### config.mk
export PLATFORM = sky130hd
export DESIGN_NAME = glob_wildcard_matcher_top
export DESIGN_NICKNAME = d
export VERILOG_FILES = /design/src/rtl/core/gwm_pkg.sv /design/src/rtl/core/gwm_cfg.sv /design/src/rtl/core/gwm_closure.sv /design/src/rtl/core/gwm_step.sv /design/src/rtl/core/glob_wildcard_matcher_top.sv
export SDC_FILE = /design/constraint.sdc
export NUM_CORES = 1
export LEC_CHECK = 0
export ABC_AREA = 1
export BUFFER_PORTS_ARGS = -buffer_cell sky130_fd_sc_hd__buf_4
export CAP_MARGIN = 20
export CORE_MARGIN = 2
export CORE_UTILIZATION = 40
export DETAILED_ROUTE_END_ITERATION = 12
export GPL_TIMING_DRIVEN = 0
export PLACE_DENSITY = 0.53
export SLEW_MARGIN = 10
export SYNTH_ARGS = -nofsm -noshare
export SYNTH_HDL_FRONTEND = slang
export SYNTH_HIERARCHICAL = 1
export SYNTH_SLANG_ARGS = --single-unit
### constraint.sdc
create_clock -name clk -period 4.4 [get_ports clk]
set_clock_uncertainty 0.1 [all_clocks]
set_input_delay 0.66 -clock clk [delete_from_list [all_inputs] [get_ports clk]]
set_output_delay 0.66 -clock clk [all_outputs]
set_load 0.005 [all_outputs]
### src/rtl/core/gwm_pkg.sv
// gwm_pkg: shared types, constants and register codes for the glob wildcard matcher
// no dependencies; imported by every module under rtl/core
package gwm_pkg;

  localparam int MAX_PATTERN_DEF = 32;
  localparam int PAT_BYTES       = 32;
  localparam int PAT_WORDS       = 4;
  localparam int LEN_REG_W       = 6;
  localparam int CFG_DATA_W      = 64;
  localparam int CFG_INDEX_W     = 3;
  localparam int OUT_DATA_W      = 8;

  localparam logic [7:0] STAR_CODE  = 8'h2A;
  localparam logic [7:0] QMARK_CODE = 8'h3F;

  typedef enum logic [CFG_INDEX_W-1:0] {
    REG_PATTERN_LENGTH = 3'd0,
    REG_BYTES_0_7      = 3'd1,
    REG_BYTES_8_15     = 3'd2,
    REG_BYTES_16_23    = 3'd3,
    REG_BYTES_24_31    = 3'd4
  } cfg_reg_e;

  typedef logic [PAT_BYTES-1:0][7:0] pat_bytes_t;
  typedef logic [PAT_WORDS-1:0][CFG_DATA_W-1:0] pat_words_t;

  typedef struct packed {
    logic       no_byte;
    logic       end_of_string;
    logic [7:0] subject_byte;
  } item_t;

endpackage

### src/rtl/core/gwm_cfg.sv
// gwm_cfg: pattern length and pattern byte registers behind the plain write port
// depends on gwm_pkg
module gwm_cfg (
  input  logic                             clk,
  input  logic                             rst,
  input  logic                             cfg_wr_en,
  input  logic [gwm_pkg::CFG_INDEX_W-1:0]  cfg_index,
  input  logic [gwm_pkg::CFG_DATA_W-1:0]   cfg_wr_data,
  output logic [gwm_pkg::LEN_REG_W-1:0]    pat_len,
  output gwm_pkg::pat_bytes_t              pat
);
  import gwm_pkg::*;

  logic [LEN_REG_W-1:0] pattern_length;
  pat_words_t           pattern_words;

  always_ff @(posedge clk) begin
    if (rst) begin
      pattern_length <= '0;
      pattern_words  <= '0;
    end else if (cfg_wr_en) begin
      case (cfg_index)
        REG_PATTERN_LENGTH: pattern_length   <= cfg_wr_data[LEN_REG_W-1:0];
        REG_BYTES_0_7:      pattern_words[0] <= cfg_wr_data;
        REG_BYTES_8_15:     pattern_words[1] <= cfg_wr_data;
        REG_BYTES_16_23:    pattern_words[2] <= cfg_wr_data;
        REG_BYTES_24_31:    pattern_words[3] <= cfg_wr_data;
        default: ;
      endcase
    end
  end

  assign pat_len = pattern_length;
  assign pat     = pat_bytes_t'(pattern_words);

endmodule

### src/rtl/core/gwm_closure.sv
// gwm_closure: star closure of a position vector as a log-depth prefix scan
// depends on gwm_pkg
module gwm_closure #(
  parameter int WIDTH = gwm_pkg::MAX_PATTERN_DEF + 1
) (
  input  logic [WIDTH-1:0] vec_in,
  input  logic [WIDTH-1:0] prop,
  output logic [WIDTH-1:0] vec_out
);
  import gwm_pkg::*;

  localparam int LEVELS = (WIDTH > 1) ? $clog2(WIDTH) : 1;

  logic [WIDTH-1:0] g [0:LEVELS];
  logic [WIDTH-1:0] p [0:LEVELS];

  // prop[j] set means a live bit at j-1 also sets bit j
  always_comb begin
    g[0] = vec_in;
    p[0] = prop;
    for (int l = 0; l < LEVELS; l++) begin
      g[l+1] = g[l] | (p[l] & (g[l] << (1 << l)));
      p[l+1] = p[l] & (p[l] << (1 << l));
    end
    vec_out = g[LEVELS];
  end

endmodule

### src/rtl/core/gwm_step.sv
// gwm_step: one subject byte step of the position vector, closure before and after
// depends on gwm_pkg and gwm_closure
module gwm_step #(
  parameter int MAX_PATTERN = gwm_pkg::MAX_PATTERN_DEF
) (
  input  logic [MAX_PATTERN:0]          state_vec,
  input  gwm_pkg::item_t                item,
  input  logic [gwm_pkg::LEN_REG_W-1:0] pat_len,
  input  gwm_pkg::pat_bytes_t           pat,
  output logic [MAX_PATTERN:0]          next_vec,
  output logic                          matched
);
  import gwm_pkg::*;

  localparam int VEC_W = MAX_PATTERN + 1;
  localparam int LEN_W = $clog2(VEC_W);

  logic [LEN_W-1:0]       len;
  logic [VEC_W-1:0]       mask;
  logic [MAX_PATTERN-1:0] star;
  logic [MAX_PATTERN-1:0] step_ok;
  logic [VEC_W-1:0]       prop;
  logic [VEC_W-1:0]       vec_a;
  logic [VEC_W-1:0]       adv;
  logic [VEC_W-1:0]       vec_b;

  always_comb begin
    len = (pat_len > LEN_REG_W'(MAX_PATTERN)) ? LEN_W'(MAX_PATTERN) : pat_len[LEN_W-1:0];
    for (int j = 0; j < VEC_W; j++) begin
      mask[j] = (LEN_W'(j) <= len);
    end
    for (int i = 0; i < MAX_PATTERN; i++) begin
      star[i]    = (LEN_W'(i) < len) && (pat[i] == STAR_CODE);
      step_ok[i] = (LEN_W'(i) < len) && (pat[i] != STAR_CODE) &&
                   ((pat[i] == QMARK_CODE) || (pat[i] == item.subject_byte));
    end
    prop = {star, 1'b0};
  end

  gwm_closure #(.WIDTH(VEC_W)) u_close_in (
    .vec_in  (state_vec & mask),
    .prop    (prop),
    .vec_out (vec_a)
  );

  // star keeps its position, any other matching byte moves one on
  assign adv = {vec_a[MAX_PATTERN-1:0] & step_ok, 1'b0} |
               {1'b0, vec_a[MAX_PATTERN-1:0] & star};

  gwm_closure #(.WIDTH(VEC_W)) u_close_out (
    .vec_in  (adv),
    .prop    (prop),
    .vec_out (vec_b)
  );

  assign next_vec = item.no_byte ? vec_a : vec_b;
  assign matched  = next_vec[len];

endmodule

### src/rtl/core/glob_wildcard_matcher_top.sv
// glob_wildcard_matcher_top: stream glob matcher with '*' and '?' wildcards
// depends on gwm_pkg, gwm_cfg, gwm_step
//
//  channel  | dir | beat contents (lowest bit up)
//  ---------+-----+-----------------------------------------------------------
//  s_axis   | in  | tdata subject_byte[7:0], tlast end_of_string, tuser no_byte
//  m_axis   | out | tdata matched[0], zeros[7:1]; one beat per end_of_string
//  cfg      | in  | cfg_wr_en, cfg_index, cfg_wr_data; 0 length, 1..4 pattern
//
// one beat per cycle unless stalled; results reach m_axis via the input and output registers
// the next position vector comes combinationally from two prefix scans
// reset clears the pattern registers and returns to the start position
// input stalls only while an end beat waits in the input register behind a
// previous result still held on m_axis
module glob_wildcard_matcher_top #(
  parameter int MAX_PATTERN = gwm_pkg::MAX_PATTERN_DEF
) (
  input  logic                              clk,
  input  logic                              rst,
  input  logic                              s_axis_tvalid,
  output logic                              s_axis_tready,
  input  logic [7:0]                        s_axis_tdata,   // subject_byte
  input  logic                              s_axis_tlast,   // end_of_string
  input  logic                              s_axis_tuser,   // no_byte
  output logic                              m_axis_tvalid,
  input  logic                              m_axis_tready,
  output logic [gwm_pkg::OUT_DATA_W-1:0]    m_axis_tdata,   // matched, zero fill
  input  logic                              cfg_wr_en,
  input  logic [gwm_pkg::CFG_INDEX_W-1:0]   cfg_index,
  input  logic [gwm_pkg::CFG_DATA_W-1:0]    cfg_wr_data
);
  import gwm_pkg::*;

  localparam int VEC_W = MAX_PATTERN + 1;

  logic [LEN_REG_W-1:0] pat_len;
  pat_bytes_t           pat;

  logic                 in_valid;
  item_t                in_item;
  logic [VEC_W-1:0]     state;
  logic [VEC_W-1:0]     state_next;
  logic                 step_matched;
  logic                 out_valid;
  logic                 out_matched;
  logic                 out_free;
  logic                 fire;

  gwm_cfg u_cfg (
    .clk         (clk),
    .rst         (rst),
    .cfg_wr_en   (cfg_wr_en),
    .cfg_index   (cfg_index),
    .cfg_wr_data (cfg_wr_data),
    .pat_len     (pat_len),
    .pat         (pat)
  );

  gwm_step #(.MAX_PATTERN(MAX_PATTERN)) u_step (
    .state_vec (state),
    .item      (in_item),
    .pat_len   (pat_len),
    .pat       (pat),
    .next_vec  (state_next),
    .matched   (step_matched)
  );

  assign out_free      = !out_valid || m_axis_tready;
  assign fire          = in_valid && (!in_item.end_of_string || out_free);
  assign s_axis_tready = !in_valid || fire;

  always_ff @(posedge clk) begin
    if (rst) begin
      in_valid <= 1'b0;
    end else if (s_axis_tvalid && s_axis_tready) begin
      in_valid <= 1'b1;
    end else if (fire) begin
      in_valid <= 1'b0;
    end
  end

  always_ff @(posedge clk) begin
    if (s_axis_tvalid && s_axis_tready) begin
      in_item.subject_byte  <= s_axis_tdata;
      in_item.end_of_string <= s_axis_tlast;
      in_item.no_byte       <= s_axis_tuser;
    end
  end

  always_ff @(posedge clk) begin
    if (rst) begin
      state <= VEC_W'(1);
    end else if (fire) begin
      state <= in_item.end_of_string ? VEC_W'(1) : state_next;
    end
  end

  always_ff @(posedge clk) begin
    if (rst) begin
      out_valid <= 1'b0;
    end else if (fire && in_item.end_of_string) begin
      out_valid <= 1'b1;
    end else if (m_axis_tready) begin
      out_valid <= 1'b0;
    end
  end

  always_ff @(posedge clk) begin
    if (fire && in_item.end_of_string) begin
      out_matched <= step_matched;
    end
  end

  assign m_axis_tvalid = out_valid;
  assign m_axis_tdata  = {{(OUT_DATA_W-1){1'b0}}, out_matched};

  a_end_gives_result: assert property (@(posedge clk) disable iff (rst)
    fire && in_item.end_of_string |=> m_axis_tvalid)
    else $error("end beat did not produce a result");

  a_end_waits_for_room: assert property (@(posedge clk) disable iff (rst)
    fire && in_item.end_of_string |-> (!out_valid || m_axis_tready))
    else $error("result overwritten before it was taken");

  a_restart_after_end: assert property (@(posedge clk) disable iff (rst)
    fire && in_item.end_of_string |=> state == VEC_W'(1))
    else $error("position vector not back at start after end beat");

  a_stall_only_on_end: assert property (@(posedge clk) disable iff (rst)
    !s_axis_tready |-> in_valid && in_item.end_of_string && out_valid)
    else $error("input stalled without a held end beat");

endmodule
# --- After elaboration in Yosys (flattened, before gate mapping) ---
# Index checks and enable logic that the tools add are counted.
totals:
  latchBits: 0
  ram_bits: 0
  wordCells: 398
  mem_bits_ro: 0
  inputBits: 82
  out_inout_bits: 10
  regBits: 308
  mem_count: 0
op_classes:
  n_div: 0
  n_mul: 0
  reduce_logical: 145
  bitwise: 33
  n_mux: 9
  n_lt_le_gt_ge: 67
  eq_ne: 132
  shift: 0
  n_addsub: 0
op_table:
  columns: ["operator", "n"]
  rows:
  - ["AND 33 bit", 18]
  - ["equality test 8 x 6 -> 1 bit, second input constant", 64]
  - ["OR 33 bit", 12]
  - ["equality test 8 bit", 32]
  - ["inequality test 8 x 6 -> 1 bit, second input constant", 32]
  - ["logical AND 1 bit", 99]
  - ["<= comparator 5 x 6 -> 1 bit, first input constant", 16]
  - ["less-than comparator 5 x 6 -> 1 bit, first input constant", 16]
  - ["two-way mux 33 bit", 2]
  - ["AND 32 bit", 2]
  - ["<= comparator 4 x 6 -> 1 bit, first input constant", 8]
  - ["less-than comparator 4 x 6 -> 1 bit, first input constant", 8]
  - ["logical OR 1 bit", 35]
  - ["OR 33 x 32 -> 33 bit", 1]
  - ["<= comparator 3 x 6 -> 1 bit, first input constant", 4]
  - ["less-than comparator 3 x 6 -> 1 bit, first input constant", 4]
  - ["<= comparator 1 x 6 -> 1 bit, first input constant", 2]
  - ["<= comparator 2 x 6 -> 1 bit, first input constant", 2]
  - ["less-than comparator 1 x 6 -> 1 bit, first input constant", 2]
  - ["less-than comparator 2 x 6 -> 1 bit, first input constant", 2]
  - ["AND reduction 2 bit", 5]
  - ["less-than comparator 6 x 7 -> 1 bit, second input constant", 1]
  - ["binary-select mux 1 bit (select 6 bit)", 1]
  - ["equality test 3 x 2 -> 1 bit, second input constant", 2]
  - ["other kinds (9)", 16]

# --- Logic depth before layout (Yosys ltp) ---
depth:
  depth_word: 33
  depth_mapped: 38
  ltp_nobuf: 37

# --- Modules after synthesis ---
# The synthesis kept the hierarchy.
by_module_without_submodules:
  columns: ["module", "n_inst", "area_each_um2", "seq_area_each_um2", "cells_per_inst"]
  rows:
  - ["gwm_cfg", 1, 10428.8, 5245.0, 1500]
  - ["gwm_step", 1, 6986.7, 0.0, 1393]
  - ["gwm_closure", 2, 1461.4, 0.0, 341]
  - ["glob_wildcard_matcher_top", 1, 1680.4, 1031.0, 180]

# --- Worst setup path before layout ---
# OpenSTA, ideal clock, no wires.
synth_timing:
  path_kind: "reg2reg"
  start: "register u_cfg.pattern_length[5] (netlist: u_cfg/pat_len[5])"
  end: "register out_matched, data pin"
  arrival_ns: 3.304
  synth_period_minus_slack_ns: 3.666
  n_path_buf: 1
  stages_incl_launch_ff: 31
  setup_time_ns: 0.261
  path_slack_ns: 0.734
  required_time_ns: 4.039
  cell_sequence: "dfxtp_1 -> buf_6 -> nor2_8 -> inv_1 -> nor2_4 -> o21ai_1 -> nand2_1 -> inv_1 -> nand2_2 -> inv_1 -> a21oi_1 -> nand3_2 -> nand2_1 -> nand2_2 -> nand2_1 -> nand2_1 -> nand3_1 -> o21ai_0 -> a21oi_1 -> o21a_1 -> o21ai_0 -> a21oi_1 -> nand2_1 -> o21ai_0 -> nor2_1 -> a21oi_1 -> nand2_1 -> nand2_1 -> nand2_1 -> o21ai_1 -> nand3_1"
synth_between:
  elab_cells_between_ends: 199
  cone_classes: "order compare: 66; mux: 4; bitwise: 33; reduce/logical: 96"
synth_rtl:
  columns: ["item", "line_no", "rtl"]
  rows:
  - ["start: declaration", "gwm_cfg.sv:14", "logic [LEN_REG_W-1:0] pattern_length;"]
  - ["start signal: assignment", "gwm_cfg.sv:23", "REG_PATTERN_LENGTH: pattern_length <= cfg_wr_data[LEN_REG_W-1:0];"]
  - ["greater-than comparator 6 bit", "gwm_step.sv:28", "len = (pat_len > LEN_REG_W'(MAX_PATTERN)) ? LEN_W'(MAX_PATTERN) : pat_len[LEN_W-1:0];"]
  - ["two-way mux 6 bit (*)", "gwm_step.sv:28", null]
  - ["less-than comparator 3 x 6 -> 1 bit (*)", "gwm_step.sv:33", "star[i] = (LEN_W'(i) < len) && (pat[i] == STAR_CODE);"]
  - ["logical AND 1 bit (*)", "gwm_step.sv:33", null]
  - ["net u_step.prop[7]", "gwm_step.sv:22", "logic [VEC_W-1:0] prop;"]
  - ["AND 33 bit (*)", "gwm_closure.sv:23", "p[l+1] = p[l] & (p[l] << (1 << l));"]
  - ["AND 33 bit (on tied branches)", "gwm_closure.sv:22, gwm_closure.sv:23", null]
  - ["OR 33 bit (tied with other cells) (3 in a row)", "gwm_closure.sv:22", "g[l+1] = g[l] | (p[l] & (g[l] << (1 << l)));"]
  - ["(+2 left out)", null, null]
  - ["net u_step.vec_a[8]", "gwm_step.sv:23", "logic [VEC_W-1:0] vec_a;"]
  - ["(+6 left out)", null, null]
  - ["OR 33 bit (*) (2 in a row)", "gwm_closure.sv:22", null]
  - ["AND 33 bit (*)", "gwm_closure.sv:22", null]
  - ["OR 33 bit (*) (2 in a row)", "gwm_closure.sv:22", null]
  - ["net u_step.vec_b[30]", "gwm_step.sv:25", "logic [VEC_W-1:0] vec_b;"]
  - ["two-way mux 33 bit (*)", "gwm_step.sv:56", "assign next_vec = item.no_byte ? vec_a : vec_b;"]
  - ["binary-select mux 1 bit (select 6 bit) (*)", "gwm_step.sv:57", "assign matched = next_vec[len];"]
  - ["two-way mux 1 bit (not written as such) (*)", "gwm_step.sv:57", null]
  - ["net step_matched", "glob_wildcard_matcher_top.sv:43", "logic step_matched;"]
  - ["end signal: assignment", "glob_wildcard_matcher_top.sv:110", "out_matched <= step_matched;"]
  - ["end: declaration", "glob_wildcard_matcher_top.sv:45", "logic out_matched;"]
# The timed path passes the listed nets; every way through them passes the cells marked *. The select of a mux whose other input is x is not followed.
# A chain may end at the register's enable or synchronous reset.

# --- Worst setup path in the final report ---
layout_timing:
  start: "register in_item[2] in the netlist's numbering"
  end: "register out_matched, data pin"
layout_between:
  elab_cells_between_ends: 112
  cone_classes: "eq/ne: 32; mux: 3; bitwise: 13; reduce/logical: 64"
layout_rtl:
  columns: ["item", "line_no", "rtl"]
  rows:
  - ["start: declaration", "glob_wildcard_matcher_top.sv:40", "item_t in_item;"]
  - ["equality test 8 bit", "gwm_step.sv:35", "((pat[i] == QMARK_CODE) || (pat[i] == item.subject_byte));"]
  - ["logical OR 1 bit", "gwm_step.sv:35", null]
  - ["logical AND 1 bit", "gwm_step.sv:34", "step_ok[i] = (LEN_W'(i) < len) && (pat[i] != STAR_CODE) &&"]
  - ["AND 32 bit", "gwm_step.sv:47", "assign adv = {vec_a[MAX_PATTERN-1:0] & step_ok, 1'b0} |"]
  - ["OR 33 x 32 -> 33 bit", "gwm_step.sv:47", null]
  - ["net u_step.adv[6]", "gwm_step.sv:24", "logic [VEC_W-1:0] adv;"]
  - ["AND 33 bit", "gwm_closure.sv:22", null]
  - ["OR 33 bit", "gwm_closure.sv:22", null]
  - ["AND 33 bit", "gwm_closure.sv:22", null]
  - ["OR 33 bit", "gwm_closure.sv:22", null]
  - ["AND 33 bit", "gwm_closure.sv:22", null]
  - ["OR 33 bit (4 in a row)", "gwm_closure.sv:22", null]
  - ["net u_step.vec_b[13]", "gwm_step.sv:25", null]
  - ["two-way mux 33 bit", "gwm_step.sv:56", null]
  - ["binary-select mux 1 bit (select 6 bit)", "gwm_step.sv:57", null]
  - ["two-way mux 1 bit (not written as such)", "gwm_step.sv:57", null]
  - ["net step_matched", "glob_wildcard_matcher_top.sv:43", null]
# The timed path passes the listed nets, and every way through them passes these cells. The select of a mux whose other input is x is not followed.

==> out/qor.yml <==
antenna_found_initial: 5
drv_cap: 0
area_growth_pct: 19.6
crit_path_start: "in_item[2]"
power.total_mw: 7.41
hold_path_class: "input port to flip-flop"
cts_sinks: 308
seq_power_share_pct: 40.5
cts_hold_buffers: 0
placed_area_mm2: 0.0236
intPower_mw: 5.15
grt_max_degree: 12
synthCells: 3754
min_from: "s_axis_tdata[2]"
slew_violations: 0
ant_nets: 0
ios: 92
p_clk_share_pct: 44.1
reg2reg_slack_ns: 0.04
crit_type: "flip-flop to flip-flop"
whs_ns: 0.142
track_usage_pct: 33.8
clock_path_buffers: 3
root_buffer: "clkbuf_16"
drt-initial-drc-count: 2034
crit_slowest_cell: "o22ai_1"
drc_errors: 0
post-route-util_pct: 48.6
place_hpwl_um: 72500
final-hold-violation-count: 0
insertion_delay_ns: 0.60
crit_top_cell: "nand2_1"
r2r_start: "in_item[2]"
power_density_mw_per_mm2: 281
crit_path_end_kind: "flip-flop"
finalWorstSetupSlack_ns: 0.0352
wire_per_inst_um: 20.9
r2r_end: "out_matched"
start_kind: "flip-flop"
cts_buffers: 40
cts.clk_slew.worst_paths_ns: 0.06
drt_pass1_iterations: 6
fin_area_mm2: 0.0263
wl_um: 97500
syn_area_mm2: 0.0220
status: "completed"
dp_slack_ns: -0.837
grt_first_pass_wirelength_um: 142000
gp_congestion: 0.989
cp.arrival_ns: 4.69
power.share.combinational_pct: 15.4
min_period_ns: 4.36
worstMarginPinSlew_ns: 1.20
crit_end: "out_matched"
h-tree-depth: 2
cp.required_ns: 4.73
slew_headroom_pct: 19.2
die_h_um: 239
layout-drive-gt1-share_pct: 17.8
fmax_ghz: 0.229
rr_worst_depth: 28
swShare_pct: 30.5
start_util_pct: 40.7
fin_crit_sh_pct: 99.2
grt-ovfl-total: 0
syn_area_per_cell_um2: 5.86
rsz0062_at_grt: "yes"
first_global_vias: 22800
nets: 4027
viasPerCell: 5.27
cts_tree: "done"
critPathMaxFanout: 9
fp-row-count: 85
peakVddDrop_v: 0.000263
die-area_mm2: 0.0569
routed-via-count: 24600
p_leak_nw: 11.3
setup_violations: 0
numPortBuffers: 84
coreArea_mm2: 0.0541
yosysWarnings: 6
p_switching_mw: 2.26
die_w_um: 239
slowest_delay_ns: 0.51
[metal layers]
layer  GRT usage (%)  vias to the layer above  part of all wire, %
li1                -                    12100                    -
met1            42.0                    11200                   41
met2            55.5                      929                   45
met3            5.33                      297                  6.6
met4            19.8                        4                  6.7
met5               0                        -                0.030
[metrics by stage]
step	instances	setup TNS (ns)
6_report	4670	0
5_1_grt	4667	-0.111
4_1_cts	4630	0
3_5_place_dp	4544	-2.64
3_3_place_gp	4540	-8.93
2_1_floorplan	3760	0
[cell type report]
type	instances	area [µm²]
diodes	3	7.51
plain buffers	176	1050
clock buffers	52	1090
clock inverters	16	169
fillers	5881	27800
inverters	407	1550
multi-input cells	2869	14200
flip-flops and latches	308	6300
well taps	696	871
repair buffers	143	1120
[power by group through the flow]
| stage | Sequential (mW) | Combinational (mW) | Clock (mW) |
|---|---|---|---|
| floorplan | 3.03 | 0.686 | 0 |
| global placement | 3.06 | 1.07 | 0 |
| detailed placement | 3.06 | 1.07 | 0 |
| CTS | 3.00 | 1.09 | 3.31 |
| global route | 3.01 | 1.23 | 3.43 |
| finish | 3.00 | 1.14 | 3.27 |
[cell usage in the layout (no fill, tap or decap), types with 6 or more instances in the layout]
cell type,instances
nand2_1,971
nor2_1,744
nand3_1,376
inv_1,365
dfxtp_1,291
buf_4,152
nand4_1,97
xnor2_1,96
buf_2,84
or2_2,69
nand2_2,68
a21oi_1,66
clkbuf_1,47
o21ai_0,46
clkbuf_16,40
a21oi_2,38
nor2_4,37
o21ai_1,34
inv_2,33
xor2_1,30
nor3_1,26
buf_6,24
o21ai_2,24
nor2_2,20
nand3_2,17
nand2_4,15
edfxtp_1,11
nor4_1,11
nand3b_1,10
a21o_1,10
o21ai_4,8
conb_1,7
clkinv_2,7
buf_1,7
a21oi_4,7
inv_4,6
[worst max-delay path: cells and delay by family (launching register included)]
family / cells / cell delay [ns]
simple gates: 17 / 1.59
flops: 1 / 0.31
buf+inv: 4 / 1.02
compound gates: 7 / 1.14
[state kept, by name, summed over array words and instances, names as in the netlist]
name	flops
u_cfg/pat_len	6
u_cfg/pat	256
state	33
in_valid	1
in_item	10
out_matched	1
m_axis_tvalid	1
[worst min-delay path by stage]
stage	to	slack, ns	cells after the start
4_1_cts	in_item[5]	0.12	1
2_1_floorplan	state[14]	0.33	2
5_1_grt	in_item[4]	0.13	1
3_3_place_gp	state[20]	0.35	2
3_5_place_dp	state[15]	0.35	2
6_report	in_item[2]	0.14	1
[what timing repair did]
| item | in CTS | in global routing |
|---|---|---|
| resized for setup | 117 | 203 |
| pin swaps | 14 | 58 |
| buffers inserted | 18 | 36 |
| setup endpoints to repair | 14 | 3 |
Note: power is estimated with default switching activity, not from simulation.
